--- config.mk ---
export PLATFORM = sky130hd
export DESIGN_NAME = path_command_to_bezier_segments_top_flat
export DESIGN_NICKNAME = d
export VERILOG_FILES = /design/src/hdl/pcbs_pkg.sv /design/src/hdl/pcbs_ifs.sv /design/src/hdl/pcbs_queue.sv /design/src/hdl/pcbs_front.sv /design/src/hdl/pcbs_back.sv /design/src/hdl/path_command_to_bezier_segments_top.sv /design/src/flat_wrapper.sv
export SDC_FILE = /design/constraint.sdc
export NUM_CORES = 2
export LEC_CHECK = 0
export BUFFER_PORTS_ARGS = -buffer_cell sky130_fd_sc_hd__buf_2
export CORE_MARGIN = 1.5
export CORE_UTILIZATION = 40
export DETAILED_ROUTE_END_ITERATION = 12
export PLACE_DENSITY = 0.6
export SYNTH_ARGS = -nofsm -noshare
export SYNTH_HDL_FRONTEND = slang
export SYNTH_SLANG_ARGS = --single-unit
--- constraint.sdc ---
create_clock -name clk -period 10.7 [get_ports clk]
set_clock_uncertainty 0.05 [all_clocks]
set_input_delay 0.535 -clock clk [delete_from_list [all_inputs] [get_ports clk]]
set_output_delay 0.535 -clock clk [all_outputs]
set_load 0.05 [all_outputs]
--- src/hdl/pcbs_pkg.sv ---
// shared types, codes and helpers for the path command to bezier segment block
package pcbs_pkg;

	localparam int MaxArgs    = 6;
	localparam int QueueDepth = 2;
	localparam int CoordW     = 32;
	localparam int UnitsW     = 31;
	localparam int KindW      = 3;
	localparam int CntW       = $clog2(MaxArgs + 1);

	localparam logic [KindW-1:0] KindNumber  = 3'd0;
	localparam logic [KindW-1:0] KindMove    = 3'd1;
	localparam logic [KindW-1:0] KindCurve   = 3'd2;
	localparam logic [KindW-1:0] KindSmooth  = 3'd3;
	localparam logic [KindW-1:0] KindLine    = 3'd4;
	localparam logic [KindW-1:0] KindHoriz   = 3'd5;
	localparam logic [KindW-1:0] KindVert    = 3'd6;
	localparam logic [KindW-1:0] KindUnused  = 3'd7;
	localparam logic [KindW-1:0] KindNone    = 3'd0;

	localparam logic RegWidth  = 1'b0;
	localparam logic RegHeight = 1'b1;

	typedef enum logic [1:0] {
		OP_NONE = 2'd0,
		OP_MOVE = 2'd1,
		OP_SEG  = 2'd2,
		OP_ERR  = 2'd3
	} op_t;

	typedef logic [CoordW-1:0] coord_t;

	typedef struct packed {
		logic                 clear;
		op_t                  op;
		logic [KindW-1:0]     cmd;
		logic                 rel;
		coord_t [MaxArgs-1:0] args;
	} entry_t;

	typedef struct packed {
		logic   is_error;
		coord_t start_x;
		coord_t start_y;
		coord_t ctrl1_x;
		coord_t ctrl1_y;
		coord_t ctrl2_x;
		coord_t ctrl2_y;
		coord_t end_x;
		coord_t end_y;
	} seg_t;

	function automatic logic [CntW-1:0] needed_args(input logic [KindW-1:0] cmd);
		logic [CntW-1:0] n;
		case (cmd)
			KindMove:   n = CntW'(2);
			KindCurve:  n = CntW'(6);
			KindSmooth: n = CntW'(4);
			KindLine:   n = CntW'(2);
			KindHoriz:  n = CntW'(1);
			KindVert:   n = CntW'(1);
			default:    n = CntW'(0);
		endcase
		return n;
	endfunction

endpackage

--- src/hdl/pcbs_ifs.sv ---
// handshake interfaces for path tokens and bezier segments
interface pcbs_token_if;
	logic                           valid;
	logic                           ready;
	logic                           path_start;
	logic [pcbs_pkg::KindW-1:0]     token_kind;
	logic                           is_relative;
	logic signed [pcbs_pkg::CoordW-1:0] number_value;

	modport source (output valid, path_start, token_kind, is_relative, number_value,
		input ready);
	modport sink (input valid, path_start, token_kind, is_relative, number_value,
		output ready);
endinterface

interface pcbs_seg_if;
	logic                               valid;
	logic                               ready;
	logic                               is_error;
	logic signed [pcbs_pkg::CoordW-1:0] start_x;
	logic signed [pcbs_pkg::CoordW-1:0] start_y;
	logic signed [pcbs_pkg::CoordW-1:0] ctrl1_x;
	logic signed [pcbs_pkg::CoordW-1:0] ctrl1_y;
	logic signed [pcbs_pkg::CoordW-1:0] ctrl2_x;
	logic signed [pcbs_pkg::CoordW-1:0] ctrl2_y;
	logic signed [pcbs_pkg::CoordW-1:0] end_x;
	logic signed [pcbs_pkg::CoordW-1:0] end_y;

	modport source (output valid, is_error, start_x, start_y, ctrl1_x, ctrl1_y,
		ctrl2_x, ctrl2_y, end_x, end_y, input ready);
	modport sink (input valid, is_error, start_x, start_y, ctrl1_x, ctrl1_y,
		ctrl2_x, ctrl2_y, end_x, end_y, output ready);
endinterface

--- src/hdl/pcbs_queue.sv ---
// small fifo of decoded operations between front and back
module pcbs_queue #(
	parameter int DEPTH = pcbs_pkg::QueueDepth
) (
	input  logic             clk,
	input  logic             arst_n,
	input  logic             push,
	input  pcbs_pkg::entry_t push_data,
	output logic             full,
	input  logic             pop,
	output pcbs_pkg::entry_t pop_data,
	output logic             empty
);
	localparam int PtrW = (DEPTH > 1) ? $clog2(DEPTH) : 1;
	localparam int CntW = $clog2(DEPTH + 1);

	pcbs_pkg::entry_t mem_q [DEPTH];
	logic [PtrW-1:0]  wr_ptr_q;
	logic [PtrW-1:0]  rd_ptr_q;
	logic [CntW-1:0]  cnt_q;
	logic             do_push;
	logic             do_pop;

	assign full     = (cnt_q == CntW'(DEPTH));
	assign empty    = (cnt_q == '0);
	assign do_push  = push && !full;
	assign do_pop   = pop && !empty;
	assign pop_data = mem_q[rd_ptr_q];

	always_ff @(posedge clk) begin
		if (do_push) begin
			mem_q[wr_ptr_q] <= push_data;
		end
	end

	always_ff @(posedge clk or negedge arst_n) begin
		if (!arst_n) begin
			wr_ptr_q <= '0;
			rd_ptr_q <= '0;
			cnt_q    <= '0;
		end else begin
			if (do_push) begin
				wr_ptr_q <= (wr_ptr_q == PtrW'(DEPTH - 1)) ? '0 : wr_ptr_q + 1'b1;
			end
			if (do_pop) begin
				rd_ptr_q <= (rd_ptr_q == PtrW'(DEPTH - 1)) ? '0 : rd_ptr_q + 1'b1;
			end
			case ({do_push, do_pop})
				2'b10:   cnt_q <= cnt_q + 1'b1;
				2'b01:   cnt_q <= cnt_q - 1'b1;
				default: cnt_q <= cnt_q;
			endcase
		end
	end
endmodule

--- src/hdl/pcbs_front.sv ---
// token front end: collects numbers, tracks the active command, flags errors
module pcbs_front (
	input  logic             clk,
	input  logic             arst_n,
	pcbs_token_if.sink       tok,
	input  logic             q_full,
	output logic             q_push,
	output pcbs_pkg::entry_t q_data
);
	localparam int CntW  = pcbs_pkg::CntW;
	localparam int KindW = pcbs_pkg::KindW;
	localparam int IdxW  = $clog2(pcbs_pkg::MaxArgs);

	pcbs_pkg::coord_t [pcbs_pkg::MaxArgs-1:0] pend_q;
	logic [CntW-1:0]  cnt_q, cnt_n, eff_cnt, new_cnt;
	logic [KindW-1:0] cmd_q, cmd_n, eff_cmd;
	logic             rel_q, rel_n, eff_rel;
	logic             failed_q, failed_n, eff_failed;
	logic             accept;
	logic             store;
	pcbs_pkg::op_t    op;

	assign tok.ready = !q_full;
	assign accept    = tok.valid && tok.ready;

	assign eff_cnt    = tok.path_start ? '0 : cnt_q;
	assign eff_cmd    = tok.path_start ? pcbs_pkg::KindNone : cmd_q;
	assign eff_rel    = tok.path_start ? 1'b0 : rel_q;
	assign eff_failed = tok.path_start ? 1'b0 : failed_q;

	always_comb begin
		cnt_n    = eff_cnt;
		cmd_n    = eff_cmd;
		rel_n    = eff_rel;
		failed_n = eff_failed;
		op       = pcbs_pkg::OP_NONE;
		store    = 1'b0;
		new_cnt  = (eff_cnt < CntW'(pcbs_pkg::MaxArgs)) ? eff_cnt + 1'b1 : eff_cnt;
		if (!eff_failed && tok.token_kind != pcbs_pkg::KindUnused) begin
			if (tok.token_kind != pcbs_pkg::KindNumber) begin
				if (eff_cnt != '0) begin
					failed_n = 1'b1;
					op       = pcbs_pkg::OP_ERR;
				end else begin
					cmd_n = tok.token_kind;
					rel_n = tok.is_relative;
				end
			end else begin
				store = (eff_cnt < CntW'(pcbs_pkg::MaxArgs));
				if (eff_cmd != pcbs_pkg::KindNone &&
						new_cnt == pcbs_pkg::needed_args(eff_cmd)) begin
					cnt_n = '0;
					op    = (eff_cmd == pcbs_pkg::KindMove) ? pcbs_pkg::OP_MOVE
						: pcbs_pkg::OP_SEG;
				end else begin
					cnt_n = new_cnt;
				end
			end
		end
	end

	always_comb begin
		q_data.clear = tok.path_start;
		q_data.op    = op;
		q_data.cmd   = eff_cmd;
		q_data.rel   = eff_rel;
		for (int i = 0; i < pcbs_pkg::MaxArgs; i++) begin
			q_data.args[i] = (eff_cnt == CntW'(i)) ? tok.number_value : pend_q[i];
		end
	end

	assign q_push = accept && (tok.path_start || op != pcbs_pkg::OP_NONE);

	always_ff @(posedge clk) begin
		if (accept && store) begin
			pend_q[eff_cnt[IdxW-1:0]] <= tok.number_value;
		end
	end

	always_ff @(posedge clk or negedge arst_n) begin
		if (!arst_n) begin
			cnt_q    <= '0;
			cmd_q    <= pcbs_pkg::KindNone;
			rel_q    <= 1'b0;
			failed_q <= 1'b0;
		end else if (accept) begin
			cnt_q    <= cnt_n;
			cmd_q    <= cmd_n;
			rel_q    <= rel_n;
			failed_q <= failed_n;
		end
	end
endmodule

--- src/hdl/pcbs_back.sv ---
// segment back end: current point, reflection, normalization and output register
module pcbs_back (
	input  logic                        clk,
	input  logic                        arst_n,
	input  logic [pcbs_pkg::UnitsW-1:0] width_units,
	input  logic [pcbs_pkg::UnitsW-1:0] height_units,
	input  logic                        q_empty,
	input  pcbs_pkg::entry_t            q_data,
	output logic                        q_pop,
	pcbs_seg_if.source                  seg
);
	localparam int W = pcbs_pkg::CoordW;

	pcbs_pkg::coord_t pos_x_q, pos_y_q, prev_x_q, prev_y_q;
	logic             have_seg_q;
	pcbs_pkg::coord_t px, py, cx, cy;
	logic             have;
	pcbs_pkg::coord_t ox, oy;
	pcbs_pkg::coord_t a0x, a0y, a1x, a1y, a2x, a2y, vy;
	pcbs_pkg::coord_t p [8];
	pcbs_pkg::coord_t half_w, half_h;
	pcbs_pkg::seg_t   out_q, out_n;
	logic             out_valid_q;
	logic             can_take;

	assign can_take = !out_valid_q || seg.ready;
	assign q_pop    = !q_empty && can_take;

	assign px   = q_data.clear ? '0 : pos_x_q;
	assign py   = q_data.clear ? '0 : pos_y_q;
	assign cx   = q_data.clear ? '0 : prev_x_q;
	assign cy   = q_data.clear ? '0 : prev_y_q;
	assign have = q_data.clear ? 1'b0 : have_seg_q;

	assign ox  = q_data.rel ? px : '0;
	assign oy  = q_data.rel ? py : '0;
	assign a0x = ox + q_data.args[0];
	assign a0y = oy + q_data.args[1];
	assign a1x = ox + q_data.args[2];
	assign a1y = oy + q_data.args[3];
	assign a2x = ox + q_data.args[4];
	assign a2y = oy + q_data.args[5];
	assign vy  = oy + q_data.args[0];

	assign half_w = {{(W - pcbs_pkg::UnitsW + 1){1'b0}}, width_units[pcbs_pkg::UnitsW-1:1]};
	assign half_h = {{(W - pcbs_pkg::UnitsW + 1){1'b0}}, height_units[pcbs_pkg::UnitsW-1:1]};

	always_comb begin
		p[0] = px;
		p[1] = py;
		p[2] = px;
		p[3] = py;
		case (q_data.cmd)
			pcbs_pkg::KindCurve: begin
				p[2] = a0x; p[3] = a0y;
				p[4] = a1x; p[5] = a1y;
				p[6] = a2x; p[7] = a2y;
			end
			pcbs_pkg::KindSmooth: begin
				if (have) begin
					p[2] = {px[W-2:0], 1'b0} - cx;
					p[3] = {py[W-2:0], 1'b0} - cy;
				end
				p[4] = a0x; p[5] = a0y;
				p[6] = a1x; p[7] = a1y;
			end
			pcbs_pkg::KindLine: begin
				p[4] = a0x; p[5] = a0y;
				p[6] = a0x; p[7] = a0y;
			end
			pcbs_pkg::KindHoriz: begin
				p[4] = a0x; p[5] = py;
				p[6] = a0x; p[7] = py;
			end
			pcbs_pkg::KindVert: begin
				p[4] = px; p[5] = vy;
				p[6] = px; p[7] = vy;
			end
			default: begin
				p[4] = px; p[5] = py;
				p[6] = px; p[7] = py;
			end
		endcase
	end

	always_comb begin
		out_n          = '0;
		out_n.is_error = 1'b1;
		if (q_data.op == pcbs_pkg::OP_SEG) begin
			out_n.is_error = 1'b0;
			out_n.start_x  = pcbs_pkg::coord_t'($signed(p[0]) >>> 5) - half_w;
			out_n.start_y  = half_h - pcbs_pkg::coord_t'($signed(p[1]) >>> 5);
			out_n.ctrl1_x  = pcbs_pkg::coord_t'($signed(p[2]) >>> 5) - half_w;
			out_n.ctrl1_y  = half_h - pcbs_pkg::coord_t'($signed(p[3]) >>> 5);
			out_n.ctrl2_x  = pcbs_pkg::coord_t'($signed(p[4]) >>> 5) - half_w;
			out_n.ctrl2_y  = half_h - pcbs_pkg::coord_t'($signed(p[5]) >>> 5);
			out_n.end_x    = pcbs_pkg::coord_t'($signed(p[6]) >>> 5) - half_w;
			out_n.end_y    = half_h - pcbs_pkg::coord_t'($signed(p[7]) >>> 5);
		end
	end

	always_ff @(posedge clk or negedge arst_n) begin
		if (!arst_n) begin
			pos_x_q     <= '0;
			pos_y_q     <= '0;
			prev_x_q    <= '0;
			prev_y_q    <= '0;
			have_seg_q  <= 1'b0;
			out_valid_q <= 1'b0;
		end else begin
			if (q_pop) begin
				out_valid_q <= (q_data.op == pcbs_pkg::OP_SEG) ||
					(q_data.op == pcbs_pkg::OP_ERR);
			end else if (seg.ready) begin
				out_valid_q <= 1'b0;
			end
			if (q_pop) begin
				case (q_data.op)
					pcbs_pkg::OP_MOVE: begin
						pos_x_q    <= a0x;
						pos_y_q    <= a0y;
						prev_x_q   <= cx;
						prev_y_q   <= cy;
						have_seg_q <= have;
					end
					pcbs_pkg::OP_SEG: begin
						pos_x_q    <= p[6];
						pos_y_q    <= p[7];
						prev_x_q   <= p[4];
						prev_y_q   <= p[5];
						have_seg_q <= 1'b1;
					end
					default: begin
						pos_x_q    <= px;
						pos_y_q    <= py;
						prev_x_q   <= cx;
						prev_y_q   <= cy;
						have_seg_q <= have;
					end
				endcase
			end
		end
	end

	always_ff @(posedge clk) begin
		if (q_pop) begin
			out_q <= out_n;
		end
	end

	assign seg.valid    = out_valid_q;
	assign seg.is_error = out_q.is_error;
	assign seg.start_x  = out_q.start_x;
	assign seg.start_y  = out_q.start_y;
	assign seg.ctrl1_x  = out_q.ctrl1_x;
	assign seg.ctrl1_y  = out_q.ctrl1_y;
	assign seg.ctrl2_x  = out_q.ctrl2_x;
	assign seg.ctrl2_y  = out_q.ctrl2_y;
	assign seg.end_x    = out_q.end_x;
	assign seg.end_y    = out_q.end_y;
endmodule

--- src/hdl/path_command_to_bezier_segments_top.sv ---
// top level: path tokens in, normalized cubic segments out
// one token accepted per cycle while the operation queue has room
// a segment or error item passes from its token through the queue, then the output register
// back end retires one queued operation per cycle while its output register can take it
// arst_n clears the path state, the queue and the output valid flag; widths reset to zero
// no clearing pass: the pending number store is only read where it was written
module path_command_to_bezier_segments_top #(
	parameter int QUEUE_DEPTH = pcbs_pkg::QueueDepth
) (
	input  logic                        clk,
	input  logic                        arst_n,
	input  logic                        cfg_we,
	input  logic                        cfg_index,
	input  logic [pcbs_pkg::UnitsW-1:0] cfg_data,
	pcbs_token_if.sink                  tok,
	pcbs_seg_if.source                  seg
);
	logic [pcbs_pkg::UnitsW-1:0] width_q, height_q;
	logic             q_push, q_full, q_pop, q_empty;
	pcbs_pkg::entry_t q_in, q_out;

	always_ff @(posedge clk or negedge arst_n) begin
		if (!arst_n) begin
			width_q  <= '0;
			height_q <= '0;
		end else if (cfg_we) begin
			case (cfg_index)
				pcbs_pkg::RegWidth:  width_q  <= cfg_data;
				pcbs_pkg::RegHeight: height_q <= cfg_data;
				default: begin
				end
			endcase
		end
	end

	pcbs_front u_front (
		.clk    (clk),
		.arst_n (arst_n),
		.tok    (tok),
		.q_full (q_full),
		.q_push (q_push),
		.q_data (q_in)
	);

	pcbs_queue #(
		.DEPTH (QUEUE_DEPTH)
	) u_queue (
		.clk       (clk),
		.arst_n    (arst_n),
		.push      (q_push),
		.push_data (q_in),
		.full      (q_full),
		.pop       (q_pop),
		.pop_data  (q_out),
		.empty     (q_empty)
	);

	pcbs_back u_back (
		.clk          (clk),
		.arst_n       (arst_n),
		.width_units  (width_q),
		.height_units (height_q),
		.q_empty      (q_empty),
		.q_data       (q_out),
		.q_pop        (q_pop),
		.seg          (seg)
	);
endmodule
--- src/flat_wrapper.sv ---
// flat-port wrapper written by rule: the top's interface ports become plain ports
module path_command_to_bezier_segments_top_flat 
#(
	parameter int QUEUE_DEPTH = pcbs_pkg::QueueDepth
)
  (clk, arst_n, cfg_we, cfg_index, cfg_data, tok_valid, tok_path_start, tok_token_kind, tok_is_relative, tok_number_value, tok_ready, seg_valid, seg_is_error, seg_start_x, seg_start_y, seg_ctrl1_x, seg_ctrl1_y, seg_ctrl2_x, seg_ctrl2_y, seg_end_x, seg_end_y, seg_ready);
  pcbs_token_if tok_i ();
  pcbs_seg_if seg_i ();
  input  logic clk;
  input  logic arst_n;
  input  logic cfg_we;
  input  logic cfg_index;
  input  logic [pcbs_pkg::UnitsW-1:0] cfg_data;
  input wire logic [$bits(tok_i.valid)-1:0] tok_valid;
  input wire logic [$bits(tok_i.path_start)-1:0] tok_path_start;
  input wire logic [$bits(tok_i.token_kind)-1:0] tok_token_kind;
  input wire logic [$bits(tok_i.is_relative)-1:0] tok_is_relative;
  input wire logic [$bits(tok_i.number_value)-1:0] tok_number_value;
  output wire logic [$bits(tok_i.ready)-1:0] tok_ready;
  output wire logic [$bits(seg_i.valid)-1:0] seg_valid;
  output wire logic [$bits(seg_i.is_error)-1:0] seg_is_error;
  output wire logic [$bits(seg_i.start_x)-1:0] seg_start_x;
  output wire logic [$bits(seg_i.start_y)-1:0] seg_start_y;
  output wire logic [$bits(seg_i.ctrl1_x)-1:0] seg_ctrl1_x;
  output wire logic [$bits(seg_i.ctrl1_y)-1:0] seg_ctrl1_y;
  output wire logic [$bits(seg_i.ctrl2_x)-1:0] seg_ctrl2_x;
  output wire logic [$bits(seg_i.ctrl2_y)-1:0] seg_ctrl2_y;
  output wire logic [$bits(seg_i.end_x)-1:0] seg_end_x;
  output wire logic [$bits(seg_i.end_y)-1:0] seg_end_y;
  input wire logic [$bits(seg_i.ready)-1:0] seg_ready;
  assign tok_i.valid = tok_valid;
  assign tok_i.path_start = tok_path_start;
  assign tok_i.token_kind = tok_token_kind;
  assign tok_i.is_relative = tok_is_relative;
  assign tok_i.number_value = tok_number_value;
  assign tok_ready = tok_i.ready;
  assign seg_valid = seg_i.valid;
  assign seg_is_error = seg_i.is_error;
  assign seg_start_x = seg_i.start_x;
  assign seg_start_y = seg_i.start_y;
  assign seg_ctrl1_x = seg_i.ctrl1_x;
  assign seg_ctrl1_y = seg_i.ctrl1_y;
  assign seg_ctrl2_x = seg_i.ctrl2_x;
  assign seg_ctrl2_y = seg_i.ctrl2_y;
  assign seg_end_x = seg_i.end_x;
  assign seg_end_y = seg_i.end_y;
  assign seg_i.ready = seg_ready;
  path_command_to_bezier_segments_top #(.QUEUE_DEPTH(QUEUE_DEPTH)) u_core (.clk(clk), .arst_n(arst_n), .cfg_we(cfg_we), .cfg_index(cfg_index), .cfg_data(cfg_data), .tok(tok_i), .seg(seg_i));
endmodule
==> results.sh <==
export IMPL_period_minus_slack_ns=9.10
export IMPL_dieArea_mm2=0.180
export IMPL_ys_async_sr_fraction=0.193
export IMPL_tightest_slew_ns=1.28
export IMPL_final_nets=7862
export IMPL_synth_edf_count=847
export IMPL_muxShareOfSynthArea=0.0709
export IMPL_post_place_cells=9474
export IMPL_maxSlewHeadroom=0.146
export IMPL_ant_nets=0
export IMPL_synth_xor_area_frac=0.0551
export IMPL_timing_final_ws_setup_ns=1.60
export IMPL_fp_coreArea_mm2=0.176
export IMPL_routed_wl_um=269000
export IMPL_antenna_found_initial=12
export IMPL_grt_max_degree=144
export IMPL_first_pass_iters=6
export IMPL_ys_seq_area_frac=0.430
export IMPL_clkTransAtPathRegs_ns=0.07
export IMPL_ir_worst_vdd_mv=0.236
export IMPL_critPathLaunchType="register"
export IMPL_hold_path_class="input pin to register"
export IMPL_setup_viol_count_final=0
export IMPL_grt_pass1_wl_um=382000
export IMPL_cts_root_buf="clkbuf_16"
export IMPL_io_buffers=331
export IMPL_routedWlPerCell_um=27.7
export IMPL_syn_area_mm2=0.0709
export IMPL_vias_per_cell=6.06
export IMPL_path_class="register to register"
export IMPL_track_usage=0.289
export IMPL_die_y_um=424
export IMPL_crit_arrival_ns=9.57
export IMPL_cts_tree="yes"
export IMPL_ioPinCount=333
export IMPL_maxCapViolCount=0
export IMPL_synth_compound_area_share=0.197
export IMPL_stdcell_count=9711
export IMPL_dp_hpwl_um=205000
export IMPL_grt_pass1_vias=55300
export IMPL_htree_levels=3
export IMPL_cts_buffer_depth=3
export IMPL_vias=58900
export IMPL_crit_fanout=96
export IMPL_grt_overflow=0
export IMPL_crit_slowest_cell="dfrtp_4"
export IMPL_ctsResizeCount=0
export IMPL_rsz0062_at_grt="no"
export IMPL_critPathRequiredTime_ns=11.17
export IMPL_p_leak_uw=0.0330
export IMPL_die_w_um=424
export IMPL_rows=154
export IMPL_worstSetupEndpointType="register"
export IMPL_max_freq_ghz=0.110
export IMPL_numClockSinks=1049
export IMPL_dp_slack_ns=1.85
export IMPL_status="finished, final reports clean"
export IMPL_p_per_area_mw_per_mm2=361
export IMPL_syn_inst=6973
export IMPL_syn_nets=7565
export IMPL_cts_buffers_inserted=110
export IMPL_yosys_area_share_simple=0.123
export IMPL_ys_flop_type="edfxtp_1"
export IMPL_timing_hold_violations_final=0
export IMPL_critical_path_most_common_cell="a21oi_1"
export IMPL_slew_violations=0
export IMPL_area_growth_pct=12.2
export IMPL_synth_area_per_cell_um2=10.2
export IMPL_yosysWarnings=0
export IMPL_crit_path_max_incr_delay_ns=0.88
export IMPL_synth_fa_ha_area_frac=0.0942
export IMPL_start_util=0.403
export IMPL_cts_setup_buffers=0
export IMPL_drt_iter0_markers=6717
export IMPL_finalCritPeriodShare=0.850
export IMPL_gp_congestion=1.01
export IMPL_ys_types=124
export IMPL_synth_top_family_by_area="compound AO/OA/AOI/OAI gates"
export IMPL_clock_latency_ns=0.80
export IMPL_layout_drive_gt1_share=0.155
export IMPL_drc_errors=0
export IMPL_finish_utilization=0.452
export IMPL_ys_ff_latch=1049
worst max-delay path, delay by kind of cell (launching register included):
kind	cells	cell delay (ns)
flip-flops	1	0.88
AO/OA/AOI/OAI	16	3.99
XOR/XNOR	1	0.66
buffers and inverters	4	0.97
AND/OR/NAND/NOR	4	1.02
multiplexers	1	0.38
adder cells (fa/ha/maj)	2	0.72
worst paths after layout:
| check | startpoint | slack [ns] | depth (start not counted) | to |
|---|---|---|---|---|
| min in group asynchronous | arst_n | 0.30 | 2 | u_core.width_q[4] |
| setup / recovery | u_core.u_queue.rd_ptr_q | 1.60 | 28 | u_core.u_back.seg.end_y[31] |
| hold reg to reg | u_core.u_back.prev_y_q[27] | 0.43 | 2 | u_core.u_back.prev_y_q[27] |
| setup reg to reg | u_core.u_queue.rd_ptr_q | 1.60 | 28 | u_core.u_back.seg.end_y[31] |
| max in group asynchronous | arst_n | 8.74 | 3 | u_core.u_back.pos_y_q[25] |
| hold / removal | cfg_data[13] | 0.05 | 2 | u_core.height_q[13] |
logic make-up (layout without fill, tap and decap cells):
kind of cell,after synthesis,in the layout
muxes,451,451
buffers and inverters,543,937
and+or+nand+nor,1873,1873
AOI/OAI and AO/OA,2081,2081
other,0,4
adders and majority gates,532,532
DFF,1049,1049
xor gates and xnor gates,444,444
stage by stage:
stage          power, µW  TNS, ns  instance area, µm²  hold WS (ns)
6_report           28700        0               79600        0.0487
5_1_grt            30200        0               79600        0.0381
4_1_cts            28400        0               79600       0.00532
3_5_place_dp       24300        0               75600         0.415
3_3_place_gp       24200        0               75600         0.411
2_1_floorplan      18800  -355.90               70900         0.189
what timing repair did:
action / 4_1_cts / 5_1_grt
setup endpoints to repair: 0 / 0
hold buffers: 24 / 0
endpoints found under the hold margin: 112 / 0
routing by layer:
layer	track usage	routed length (µm)	vias up
li1	-	-	26800
met2	0.430	114000	2615
met4	0.125	12500	20
met3	0.0380	20200	410
met1	0.419	122000	29000
met5	0	113	-
Yosys cell counts, types with 72 or more instances:
library cell	number	area (µm²)
xnor2_1	257	2250
nand2b_1	80	500
clkbuf_1	226	848
a21oi_1	490	2450
nand3_1	95	475
edfxtp_1	847	25400
a31oi_1	77	482
a21o_1	266	2000
dfrtp_1	202	5050
nor2_1	592	2220
mux2_2	393	4430
and2_1	72	450
o21ai_0	394	1970
xor2_1	185	1620
ha_1	510	6380
nand2_1	615	2310
nor3_1	97	485
inv_1	247	927
placed cells by master (no fill, tap or decap), types with 201 or more instances in the layout:
cell      instances
nor2_1          586
buf_2           330
dfrtp_1         201
inv_1           247
a21o_1          266
mux2_2          392
o21ai_0         393
edfxtp_1        847
xnor2_1         257
ha_1            509
nand2_1         613
a21oi_1         488
flip-flops by register name (all words and copies together), names as in the netlist, 3 cells and up:
| register | count |
|---|---|
| u_core.u_back.seg.ctrl2_y | 32 |
| u_core.u_back.seg.ctrl1_y | 32 |
| u_core.u_back.seg.start_x | 32 |
| u_core.u_back.seg.end_x | 32 |
| u_core.u_back.prev_y_q | 32 |
| u_core.height_q | 30 |
| u_core.u_back.seg.ctrl2_x | 32 |
| u_core.u_back.seg.end_y | 32 |
| u_core.u_back.seg.ctrl1_x | 32 |
| u_core.u_queue.mem_q | 398 |
| u_core.u_front.pend_q | 192 |
| u_core.width_q | 30 |
| u_core.u_back.seg.start_y | 32 |
| u_core.u_back.pos_x_q | 32 |
| u_core.u_back.prev_x_q | 32 |
| u_core.u_back.pos_y_q | 32 |
| u_core.u_front.cnt_q | 3 |
| u_core.u_front.cmd_q | 3 |
final cells by class:
type                       count  area, µm²
fill                       16600      96500
multi-input combinational   5381      38600
sequential                  1049      30500
clock buffer                 138       2930
tap                         2340       2930
timing repair buffer         472       2860
inverter                     256        976
clock inverter                71        827
antenna                        4       10.0
report_power, final:
part / switching, µW / internal, µW / leakage, µW / total, µW
clock: 1760 / 2260 / 0.00180 / 4020
combinational: 12600 / 5860 / 0.0205 / 18500
sequential: 466 / 5730 / 0.0107 / 6200
total: 14900 / 13800 / 0.0330 / 28700
(Power assumes the default switching activity.)
